**src/mcac_pkg.sv**
```systemverilog
// shared types and constants of the multichannel autocorrelator
// no dependencies; used by the interfaces, the divider, the core and the verification files
package mcac_pkg;

    localparam int DEF_MAX_LAGS     = 64;
    localparam int DEF_MAX_CHANNELS = 8;

    localparam int ACTION_W = 2;
    localparam int VALUE_W  = 32;
    localparam int LAG_W    = 6;
    localparam int CHAN_W   = 3;
    localparam int MEAN_W   = 64;
    localparam int COUNT_W  = 32;

    localparam int CFG_DATA_W = 32;
    localparam int CFG_ADDR_W = 3;

    typedef enum logic [ACTION_W-1:0] {
        ACT_PUSH  = 2'd0,
        ACT_READ  = 2'd1,
        ACT_CLEAR = 2'd2,
        ACT_NOP   = 2'd3
    } t_action;

    typedef enum logic {
        REG_NUM_LAGS     = 1'b0,
        REG_NUM_CHANNELS = 1'b1
    } t_reg_index;

endpackage

```
**src/mcac_div.sv**
```systemverilog
// iterative signed 64 by unsigned 32 divider, one quotient bit per cycle
// depends on mcac_pkg for widths
module mcac_div (
    input  logic                                i_clk,
    input  logic                                i_rst_n,
    input  logic                                i_start,
    input  logic signed [mcac_pkg::MEAN_W-1:0]  i_dividend,
    input  logic [mcac_pkg::COUNT_W-1:0]        i_divisor,
    output logic                                o_done,
    output logic signed [mcac_pkg::MEAN_W-1:0]  o_quotient
);
    import mcac_pkg::*;

    localparam int STEP_W = $clog2(MEAN_W);

    logic               r_busy;
    logic               r_done;
    logic [STEP_W-1:0]  r_step;
    logic [COUNT_W-1:0] r_rem;
    logic [MEAN_W-1:0]  r_quo;
    logic [COUNT_W-1:0] r_den;
    logic               r_neg;

    logic [COUNT_W:0]   shifted;
    logic               fits;
    logic [COUNT_W:0]   diff;

    assign shifted = {r_rem, r_quo[MEAN_W-1]};
    assign fits    = shifted >= {1'b0, r_den};
    assign diff    = shifted - {1'b0, r_den};

    always_ff @(posedge i_clk) begin
        if (!i_rst_n) begin
            r_busy <= 1'b0;
            r_done <= 1'b0;
            r_step <= '0;
        end else begin
            r_done <= 1'b0;
            if (i_start) begin
                r_busy <= 1'b1;
                r_step <= '0;
                r_rem  <= '0;
                r_den  <= i_divisor;
                r_neg  <= i_dividend[MEAN_W-1];
                r_quo  <= i_dividend[MEAN_W-1] ? (~i_dividend + 1'b1) : i_dividend;
            end else if (r_busy) begin
                r_rem  <= fits ? diff[COUNT_W-1:0] : shifted[COUNT_W-1:0];
                r_quo  <= {r_quo[MEAN_W-2:0], fits};
                r_step <= r_step + 1'b1;
                if (r_step == STEP_W'(MEAN_W - 1)) begin
                    r_busy <= 1'b0;
                    r_done <= 1'b1;
                end
            end
        end
    end

    assign o_done     = r_done;
    assign o_quotient = r_neg ? signed'(~r_quo + 1'b1) : signed'(r_quo);

endmodule

```
**config.mk**
```make
export PLATFORM = sky130hd
export DESIGN_NAME = mcac_div
export DESIGN_NICKNAME = d
export VERILOG_FILES = /design/src/mcac_pkg.sv /design/src/mcac_div.sv
export SDC_FILE = /design/constraint.sdc
export NUM_CORES = 1
export LEC_CHECK = 0
export BUFFER_PORTS_ARGS = -buffer_cell sky130_fd_sc_hd__buf_2
export CORE_ASPECT_RATIO = 0.9
export CORE_MARGIN = 4
export CORE_UTILIZATION = 35
export CTS_CLUSTER_DIAMETER = 40
export DETAILED_ROUTE_END_ITERATION = 8
export HOLD_SLACK_MARGIN = 0.06
export PLACE_DENSITY = 0.57
export SLEW_MARGIN = 20
export SYNTH_ARGS = -nofsm -noshare
export SYNTH_HDL_FRONTEND = slang
export SYNTH_SLANG_ARGS = --single-unit
```
**constraint.sdc**
```tcl
create_clock -name i_clk -period 4.6 [get_ports i_clk]
set_clock_uncertainty 0.05 [all_clocks]
set_input_delay 0.23 -clock i_clk [delete_from_list [all_inputs] [get_ports i_clk]]
set_output_delay 0.23 -clock i_clk [all_outputs]
set_load 0.005 [all_outputs]
```
==> flow_summary.json, run 1 <==
{
  "critical_path.cell_chain": "or3_4 -> or4b_4 -> or3_1 -> nor2_8 -> nand4_4 -> or4_4 -> o31ai_2 -> xnor2_1 -> buf_2",
  "die_area_sq_mm": 0.0311,
  "drc": 0,
  "seq_area_frac_synth_pct": 40.6,
  "status": "complete, no violations",
  "routed_wl_um": 28200,
  "grt_pass1_vias": 8293,
  "globalplace.congestion": 0.867,
  "fillCellCount": 2793,
  "grt_use_met3_pct": 3.00,
  "finalCriticalPeriod_ns": 4.15,
  "cellLeakagePower_nw": 4.67,
  "finalSetupTns_ns": 0,
  "clk_latency_ns": 0.43,
  "cp-end-kind": "output port",
  "grt_use_met2_pct": 27.1,
  "grt_max_degree": 86,
  "critical_path_class": "flip-flop to output port",
  "fmax_mhz": 241,
  "place_area_sq_mm": 0.0111,
  "worstPathMaxFanout": 6,
  "worstPathArrival_ns": 3.87,
  "synth_cells": 1084,
  "stdcell_area_sq_mm": 0.0121,
  "min_path_type": "input port to flip-flop",
  "fin_crit_sh_pct": 90.3,
  "cp-start-kind": "flip-flop",
  "cp_slowest_cell": "or4b_4",
  "grt_pass1_wl_um": 44400,
  "ys_async_sr_fraction_pct": 0,
  "area_growth_pct": 21.7,
  "synth_warnings": 0,
  "ios": 164,
  "yosysTopAreaCellShare_pct": 39.0,
  "clockBufferDepth": 2,
  "vias": 8729,
  "grt-ovfl-total": 0,
  "cts_root_buf": "clkbuf_16",
  "core_sq_mm": 0.0279,
  "ir_worst_vdd_mv": 0.220,
  "avgRoutedWirePerCell_um": 17.1,
  "yosys-top-cells-area": "edfxtp_1 39%, xnor2_1 7.0%, xor2_1 6.4%",
  "start_util_pct": 35.5,
  "cp.required_ns": 4.32,
  "syn_area_sq_mm": 0.00993,
  "yosysTopAreaCell": "edfxtp_1",
  "powerDensity_mw_per_mm2": 338,
  "post-dp-hpwl_um": 21300,
  "synth_fp_nets": 1219,
  "cts.sinks": 137,
  "cts_tree": "built",
  "syn_area_per_cell_sq_um": 9.16,
  "htree_levels": 4,
  "cts.clk_slew.worst_paths_ns": 0.06,
  "drt_iter0_markers": 737,
  "synth.distinct_cells": 68,
  "worstMarginPinSlew_ns": 0.886,
  "grt_use_met1_pct": 26.2,
  "die_y_um": 168,
  "die_w_um": 186,
  "post_cts_buffers": 0,
  "finalMaxSlewViolations": 0,
  "nets": 1403,
  "drt_first_pass_iters": 5,
  "synth_edf_count": 129,
  "via_per_inst": 5.31,
  "ys.flop_type": "edfxtp_1",
  "max-cap-violations": 0,
  "cts.repair.resized": 0,
  "ys_ff_latch": 137,
  "antenna_found_initial": 4,
  "ant_nets": 0,
  "numCtsBuffers": 17,
  "max_stage_delay_ns": 0.59,
  "rows": 58,
  "slew_headroom_pct": 40.4,
  "setup_viol_count_final": 0,
  "busiest_layer": "met2",
  "drive_gt1_share_pct": 18.7,
  "worst-path-buf-inv": 1,
  "grtUsageTotal_pct": 17.9,
  "path_delay_family": "simple AND/OR/NAND/NOR gates",
  "grt_setup_unrepaired": "no",
  "hold_viol_final": 0,
  "portBuffers": 163
}
## stage by stage
step | setup slack [ns] | util [%] | std cells | total power [mW] | hold slack, ns
final | 0.446 | 43.3 | 1645 | 4.09 | 0.106
after global routing | 0.268 | 43.3 | 1645 | 4.31 | 0.119
after CTS | 0.429 | 43.2 | 1641 | 4.13 | 0.0851
after detailed placement | 0.911 | 39.8 | 1577 | 2.61 | 0.358
after global placement | 0.931 | 39.8 | 1577 | 2.60 | 0.357
after floorplan | 1.34 | - | 1084 | 2.27 | 0.279
## where the power goes
part | switching, mW | total, mW | internal (mW)
Combinational | 0.587 | 1.03 | 0.442
Sequential | 0.0813 | 1.58 | 1.50
Clock | 0.569 | 1.48 | 0.914
Total | 1.24 | 4.09 | 2.85
## cell usage in the layout, fill, tap and decap left out, types with 47 or more instances in the layout
| master | n |
|---|---|
| a21oi_1 | 109 |
| xnor2_1 | 79 |
| o21ai_0 | 47 |
| buf_2 | 162 |
| inv_1 | 52 |
| edfxtp_1 | 129 |
| nor2_1 | 106 |
| nand2_1 | 104 |
| xor2_1 | 72 |
## logic make-up (layout without fill, tap and decap cells)
| family | count (synthesis) | count (layout) | share of synthesized area (%) |
|---|---|---|---|
| simple gates | 364 | 364 | 18.1 |
| compound gates | 290 | 290 | 18.6 |
| xor+xnor | 151 | 151 | 13.3 |
| flops | 137 | 137 | 40.6 |
| buf+inv | 97 | 294 | 3.78 |
| fa+ha+maj | 36 | 36 | 4.61 |
| mux | 9 | 9 | 0.983 |
| other cells | 0 | 4 | 0 |
## layout make-up
cell class / count / area (sq um) / share of cell area, %
Clock buffer: 19 / 433 / 3.58
Inverter: 53 / 201 / 1.67
Timing Repair Buffer: 209 / 1240 / 10.3
Clock inverter: 13 / 193 / 1.59
Tap cell: 360 / 450 / 3.73
Multi-Input combinational cell: 850 / 5520 / 45.7
Antenna cell: 4 / 10.0 / 0.0828
Sequential cell: 137 / 4030 / 33.4
## state kept, by name, summed over array words and instances (netlist names)
name,flops
r_quo,64
o_done,1
r_neg,1
r_step,6
r_rem,32
r_busy,1
r_den,32
## synth_stat cells, types with 6 or more instances
| cell type | number |
|---|---|
| clkbuf_1 | 38 |
| ha_1 | 35 |
| o21a_1 | 6 |
| edfxtp_1 | 129 |
| nor2_1 | 106 |
| xnor2_1 | 79 |
| nor4_1 | 14 |
| xor2_1 | 72 |
| a31oi_1 | 7 |
| a211oi_1 | 13 |
| and2_1 | 7 |
| inv_1 | 53 |
| or3_1 | 22 |
| o41ai_1 | 21 |
| nand2b_1 | 12 |
| o31ai_1 | 35 |
| a21oi_1 | 109 |
| or4_1 | 14 |
| nand2_1 | 104 |
| nand3_1 | 17 |
| mux2_2 | 6 |
| nor3_1 | 19 |
| a21o_1 | 16 |
| or2_2 | 12 |
| nand4_1 | 12 |
| dfxtp_1 | 8 |
| o21ai_0 | 47 |
## per-layer routing
layer	vias up	routed length, um
met3	29	1450
met2	242	12600
met4	0	442
met1	4110	13600
li1	4348	-
met5	-	0
## tightest hold or removal path: stages
cell     delay [ns]
buf_2          0.12
nand2_1        0.09
a31oi_1        0.08
## path summary, 6_finish.rpt
kind	from	to	slack, ns	depth (start not counted)
worst min-delay path	i_rst_n	r_busy	0.11	3
worst min register to register	r_step[5]	r_step[5]	0.45	2
worst max-delay path	r_quo[14]	o_quotient[61]	0.45	9
worst max register to register	r_rem[7]	r_rem[21]	1.08	10
## what timing repair did
item	CTS	global route
endpoints found under the setup margin	0	0
endpoints found under the hold margin	32	0
hold buffers	32	0
(Power assumes the default switching activity.)
==> inputs of run 2 (changes only) <==
--- a/config.mk
+++ b/config.mk
@@ -13,6 +13,7 @@
 export DETAILED_ROUTE_END_ITERATION = 8
 export HOLD_SLACK_MARGIN = 0.06
 export PLACE_DENSITY = 0.57
+export REMOVE_ABC_BUFFERS = 1
 export SLEW_MARGIN = 20
 export SYNTH_ARGS = -nofsm -noshare
 export SYNTH_HDL_FRONTEND = slang
==> flow_summary.json, run 2 (synthesis gave the netlist of run 1 again) <==
{
  "status": "complete, no violations",
  "whs_path_depth": 3,
  "globalplace.congestion": 0.870,
  "pwr-share-clk_pct": 34.1,
  "htree_levels": 4,
  "die_w_um": 186,
  "hp-start": "i_dividend[0]",
  "hold_buffers": 33,
  "portBuffers": 163,
  "multi_input_area_sq_mm": 0.00552,
  "rows": 58,
  "clockBufferDepth": 2,
  "ant_nets": 0,
  "max_stage_delay_ns": 0.56,
  "fin_crit_sh_pct": 91.3,
  "drt_first_pass_iters": 5,
  "cp-end-kind": "output port",
  "finalMaxSlewViolations": 0,
  "critical_path.cell_chain": "or3_4 -> or4b_4 -> or3_1 -> nor2_8 -> nand4_4 -> or4_4 -> o31ai_2 -> xnor2_1 -> buf_2",
  "setup_viol_count_final": 0,
  "timing.rr.end": "r_rem[28]",
  "post_cts_buffers": 0,
  "p_seq_share_pct": 39.9,
  "final_cell_mix": "162 x buf_2, 129 x edfxtp_1, 109 x a21oi_1, 106 x nor2_1, 104 x nand2_1",
  "powerDensity_mw_per_mm2": 329,
  "numCtsBuffers": 17,
  "start_util_pct": 35.5,
  "worstPathArrival_ns": 3.92,
  "antenna_found_initial": 3,
  "drt_iter0_markers": 554,
  "grt_pass1_vias": 8296,
  "power_switching_mw": 1.22,
  "area_growth_pct": 20.7,
  "combPwrFrac_pct": 26.0,
  "grt-ovfl-total": 0,
  "grt_max_degree": 93,
  "cellLeakagePower_nw": 4.61,
  "fmax_mhz": 238,
  "max-cap-violations": 0,
  "drc": 0,
  "vias": 8612,
  "cts_root_buf": "clkbuf_16",
  "nets": 1399,
  "reg2reg_depth": 11,
  "min_path_type": "input port to flip-flop",
  "avgRoutedWirePerCell_um": 17.0,
  "worstPathMaxFanout": 6,
  "critical_path_class": "flip-flop to output port",
  "clk_latency_ns": 0.43,
  "slew_headroom_pct": 34.7,
  "hold_viol_final": 0,
  "post-dp-hpwl_um": 20600,
  "fillCellCount": 2769,
  "regArea_sq_mm": 0.00403,
  "drive_gt1_share_pct": 18.3,
  "grt_setup_unrepaired": "no",
  "die_y_um": 168,
  "holdPathEnd": "r_quo[0]",
  "rrSetupSlack_ns": 1.12,
  "worstMarginPinSlew_ns": 0.979,
  "cts.clk_slew.worst_paths_ns": 0.06,
  "largest-register": "r_quo",
  "ios": 164,
  "grtUsageTotal_pct": 17.8,
  "total_power_mw": 3.94,
  "core_sq_mm": 0.0279,
  "largest_reg_flops": 64,
  "cts_tree": "built",
  "cp-start-kind": "flip-flop",
  "finalCriticalPeriod_ns": 4.20,
  "top_regs": "r_quo x64, r_den x32, r_rem x32",
  "ir_worst_vdd_mv": 0.245,
  "grt_pass1_wl_um": 44200,
  "via_per_inst": 5.26,
  "cp_slowest_cell": "or4b_4",
  "cp.required_ns": 4.32,
  "r2r_start": "r_quo[63]",
  "swShare_pct": 30.8,
  "die_area_sq_mm": 0.0311,
  "final_common_cell": "buf_2",
  "cts.repair.resized": 0,
  "cts.sinks": 137,
  "routed_wl_um": 27800,
  "finalSetupTns_ns": 0,
  "intPower_mw": 2.73
}
[run 2: cell count changes in the layout (fill, tap and decap cells not counted), sizes merged]
cell and change:
bufinv -2, diode -3, clkinvlp +4, dlygate4sd3 +1, inv -3, buf -5
[run 2: final cells by class]
cell class,instances,share of cell area (%)
Sequential cell,137,33.7
Tap cell,360,3.76
Timing Repair Buffer,205,10.1
Antenna cell,1,0.0209
Multi-Input combinational cell,850,46.1
Inverter,53,1.68
Clock inverter,12,1.08
Clock buffer,19,3.61
[run 2: power by group through the flow]
stage / Sequential (mW) / Clock (mW) / Combinational [mW]
final: 1.57 / 1.35 / 1.02
after global routing: 1.59 / 1.44 / 1.16
after CTS: 1.57 / 1.38 / 1.03
after detailed placement: 1.60 / 0 / 1.00
after global placement: 1.60 / 0 / 1.00
after floorplan: 1.59 / 0 / 0.655
[run 2: worst max-delay path: cells and delay by family, from the launching register on]
kind | cells | cell delay (ns)
flops | 1 | 0.45
xor+xnor | 1 | 0.21
simple gates | 6 | 2.40
buf+inv | 1 | 0.18
compound gates | 1 | 0.23
[run 2: stage by stage]
stage | hold slack, ns | cell area, sq um | cells | worst slack (ns) | util [%]
floorplan | 0.279 | 9750 | 1040 | 1.34 | -
global placement | 0.357 | 11100 | 1572 | 0.898 | 39.7
detailed placement | 0.358 | 11100 | 1572 | 0.854 | 39.7
CTS | 0.111 | 12000 | 1636 | 0.379 | 42.9
global route | 0.129 | 12000 | 1637 | 0.253 | 42.9
finish | 0.126 | 12000 | 1637 | 0.399 | 42.9
[run 2: worst max-delay path by stage]
stage                   start              to  slack [ns]  cells past startpoint
finish              r_quo[14]  o_quotient[63]        0.40                      9
global route         r_quo[9]  o_quotient[63]        0.25                      9
CTS                  r_quo[9]  o_quotient[63]        0.38                      9
detailed placement   r_quo[9]  o_quotient[63]        0.85                      9
global placement     r_quo[9]  o_quotient[63]        0.90                      9
floorplan           r_quo[14]  o_quotient[55]        1.34                      8
[run 2: per-layer routing]
| layer | track usage [%] | up-vias | share of wire (%) |
|---|---|---|---|
| li1 | - | 4328 | - |
| met1 | 25.0 | 4019 | 47 |
| met2 | 27.3 | 229 | 44 |
| met3 | 5.25 | 32 | 6.7 |
| met4 | 4.12 | 4 | 1.5 |
| met5 | 0 | - | 0.061 |
==> inputs of run 3 (changes only) <==
--- a/config.mk
+++ b/config.mk
@@ -11,8 +11,8 @@
 export CORE_UTILIZATION = 35
 export CTS_CLUSTER_DIAMETER = 40
 export DETAILED_ROUTE_END_ITERATION = 8
-export HOLD_SLACK_MARGIN = 0.06
-export PLACE_DENSITY = 0.57
+export HOLD_SLACK_MARGIN = 0.08
+export PLACE_DENSITY = 0.64
 export REMOVE_ABC_BUFFERS = 1
 export SLEW_MARGIN = 20
 export SYNTH_ARGS = -nofsm -noshare
==> flow_summary.json, run 3 (synthesis gave the netlist of run 1 again) <==
{
  "cts.sinks": 137,
  "r2r_start": "r_quo[63]",
  "path_delay_family": "simple AND/OR/NAND/NOR gates",
  "max_stage_delay_ns": 0.69,
  "die_area_sq_mm": 0.0311,
  "nets": 1402,
  "ios": 164,
  "post_cts_buffers": 0,
  "grt_pass1_wl_um": 44200,
  "worstPathArrival_ns": 3.85,
  "finalSetupTns_ns": 0,
  "cts.repair.resized": 0,
  "largest_reg_flops": 64,
  "worst-path-buf-inv": 1,
  "final_cell_mix": "162 x buf_2, 129 x edfxtp_1, 109 x a21oi_1, 106 x nor2_1, 104 x nand2_1",
  "drt_iter0_markers": 432,
  "post-dp-hpwl_um": 20900,
  "setup.worst_path.end": "o_quotient[54]",
  "cp-start-kind": "flip-flop",
  "fmax_mhz": 242,
  "final_util_pct": 43.1,
  "hold_buffers": 33,
  "top_regs": "r_quo x64, r_den x32, r_rem x32",
  "drt_first_pass_iters": 5,
  "powerDensity_mw_per_mm2": 329,
  "rrSetupSlack_ns": 1.03,
  "grtUsageTotal_pct": 17.7,
  "cp.required_ns": 4.32,
  "ant_nets": 0,
  "max-cap-violations": 0,
  "critical_path_class": "flip-flop to output port",
  "cts.clk_slew.worst_paths_ns": 0.07,
  "die_y_um": 168,
  "portBuffers": 163,
  "place_area_sq_mm": 0.0111,
  "placed_cells": 1574,
  "grt_setup_unrepaired": "no",
  "worstMarginPinSlew_ns": 0.983,
  "routed_wl_um": 27700,
  "start_util_pct": 35.5,
  "stdcell_area_sq_mm": 0.0120,
  "final_common_cell": "buf_2",
  "slew_headroom_pct": 34.4,
  "status": "complete, no violations",
  "total_power_mw": 3.97,
  "cp_slowest_cell": "or4_1",
  "setup_viol_count_final": 0,
  "vias": 8694,
  "finalCriticalPeriod_ns": 4.13,
  "cp-end-kind": "output port",
  "reg2reg_depth": 11,
  "cellLeakagePower_nw": 4.66,
  "min_path_type": "input port to flip-flop",
  "finalMaxSlewViolations": 0,
  "rows": 58,
  "timing.rr.end": "r_rem[28]",
  "htree_levels": 4,
  "die_w_um": 186,
  "cts_tree": "built",
  "drc": 0,
  "crit_top_cell": "or4_1",
  "largest-register": "r_quo",
  "fin_crit_sh_pct": 89.7,
  "clockBufferDepth": 2,
  "globalplace.congestion": 0.875,
  "antenna_found_initial": 7,
  "area_growth_pct": 21.3,
  "worstPathMaxFanout": 6,
  "drive_gt1_share_pct": 18.8,
  "grt-ovfl-total": 0,
  "critical_path.cell_chain": "or4_1 -> or4_4 -> or4_1 -> nor2_1 -> nand4_1 -> o31ai_1 -> xnor2_1 -> buf_2",
  "grt_max_degree": 60,
  "final_cells": 1643,
  "avgRoutedWirePerCell_um": 16.8,
  "cts_root_buf": "clkbuf_16",
  "hold_viol_final": 0,
  "via_per_inst": 5.29,
  "timing.critical_path.from": "r_quo[24]",
  "grt_pass1_vias": 8565,
  "ir_worst_vdd_mv": 0.267,
  "worstSetupPathDepth": 8,
  "clk_latency_ns": 0.44,
  "numCtsBuffers": 17,
  "core_sq_mm": 0.0279
}
[run 3: changes by cell type in the layout (fill, tap and decap cells not counted), sizes merged, moves of 2 or more]
cell,before,now
bufinv,2,0
clkinvlp,6,0
inv,53,60
buf,172,175
diode,1,3
[run 3: stage by stage]
stage               hold slack (ns)  setup WS (ns)
floorplan                     0.279           1.34
global placement              0.358          0.996
detailed placement            0.359          0.899
CTS                          0.0951          0.439
global route                  0.145          0.295
finish                        0.119          0.473
[run 3: layout make-up]
class | count | area, sq um
fill | 2721 | 15900
multi-input combinational | 850 | 5520
sequential | 137 | 4030
timing repair buffer | 208 | 1240
clock buffer | 20 | 489
tap | 360 | 450
inverter | 53 | 200
clock inverter | 12 | 98.8
antenna | 3 | 7.51
[run 3: how the worst min path moves through the flow]
stage | startpoint | depth (start not counted) | to | slack (ns)
6_report | i_dividend[0] | 3 | r_quo[0] | 0.12
3_3_place_gp | i_divisor[23] | 1 | r_den[23] | 0.36
4_1_cts | i_dividend[0] | 3 | r_quo[0] | 0.1
2_1_floorplan | i_divisor[0] | 0 | r_den[0] | 0.28
5_1_grt | i_dividend[18] | 3 | r_quo[18] | 0.15
3_5_place_dp | i_divisor[17] | 1 | r_den[17] | 0.36
[run 3: per-layer routing]
metal	part of all wire (%)	GRT usage [%]	wire [um]
met5	0.21	0	57
met2	46	28.4	12800
met1	43	22.6	12000
met3	8.8	6.89	2430
met4	1.5	4.21	404
[run 3: worst register-to-register path: cells and delay by family (launching register included)]
family | cells | cell delay, ns
compound gates | 5 | 1.61
fa+ha+maj | 2 | 0.60
buf+inv | 1 | 0.06
flops | 1 | 0.42
simple gates | 3 | 0.66
[run 3: power breakdown]
part / total [mW] / switching [mW] / internal, mW
registers: 1.58 / 0.0795 / 1.50
clock network: 1.37 / 0.586 / 0.782
logic: 1.02 / 0.579 / 0.441
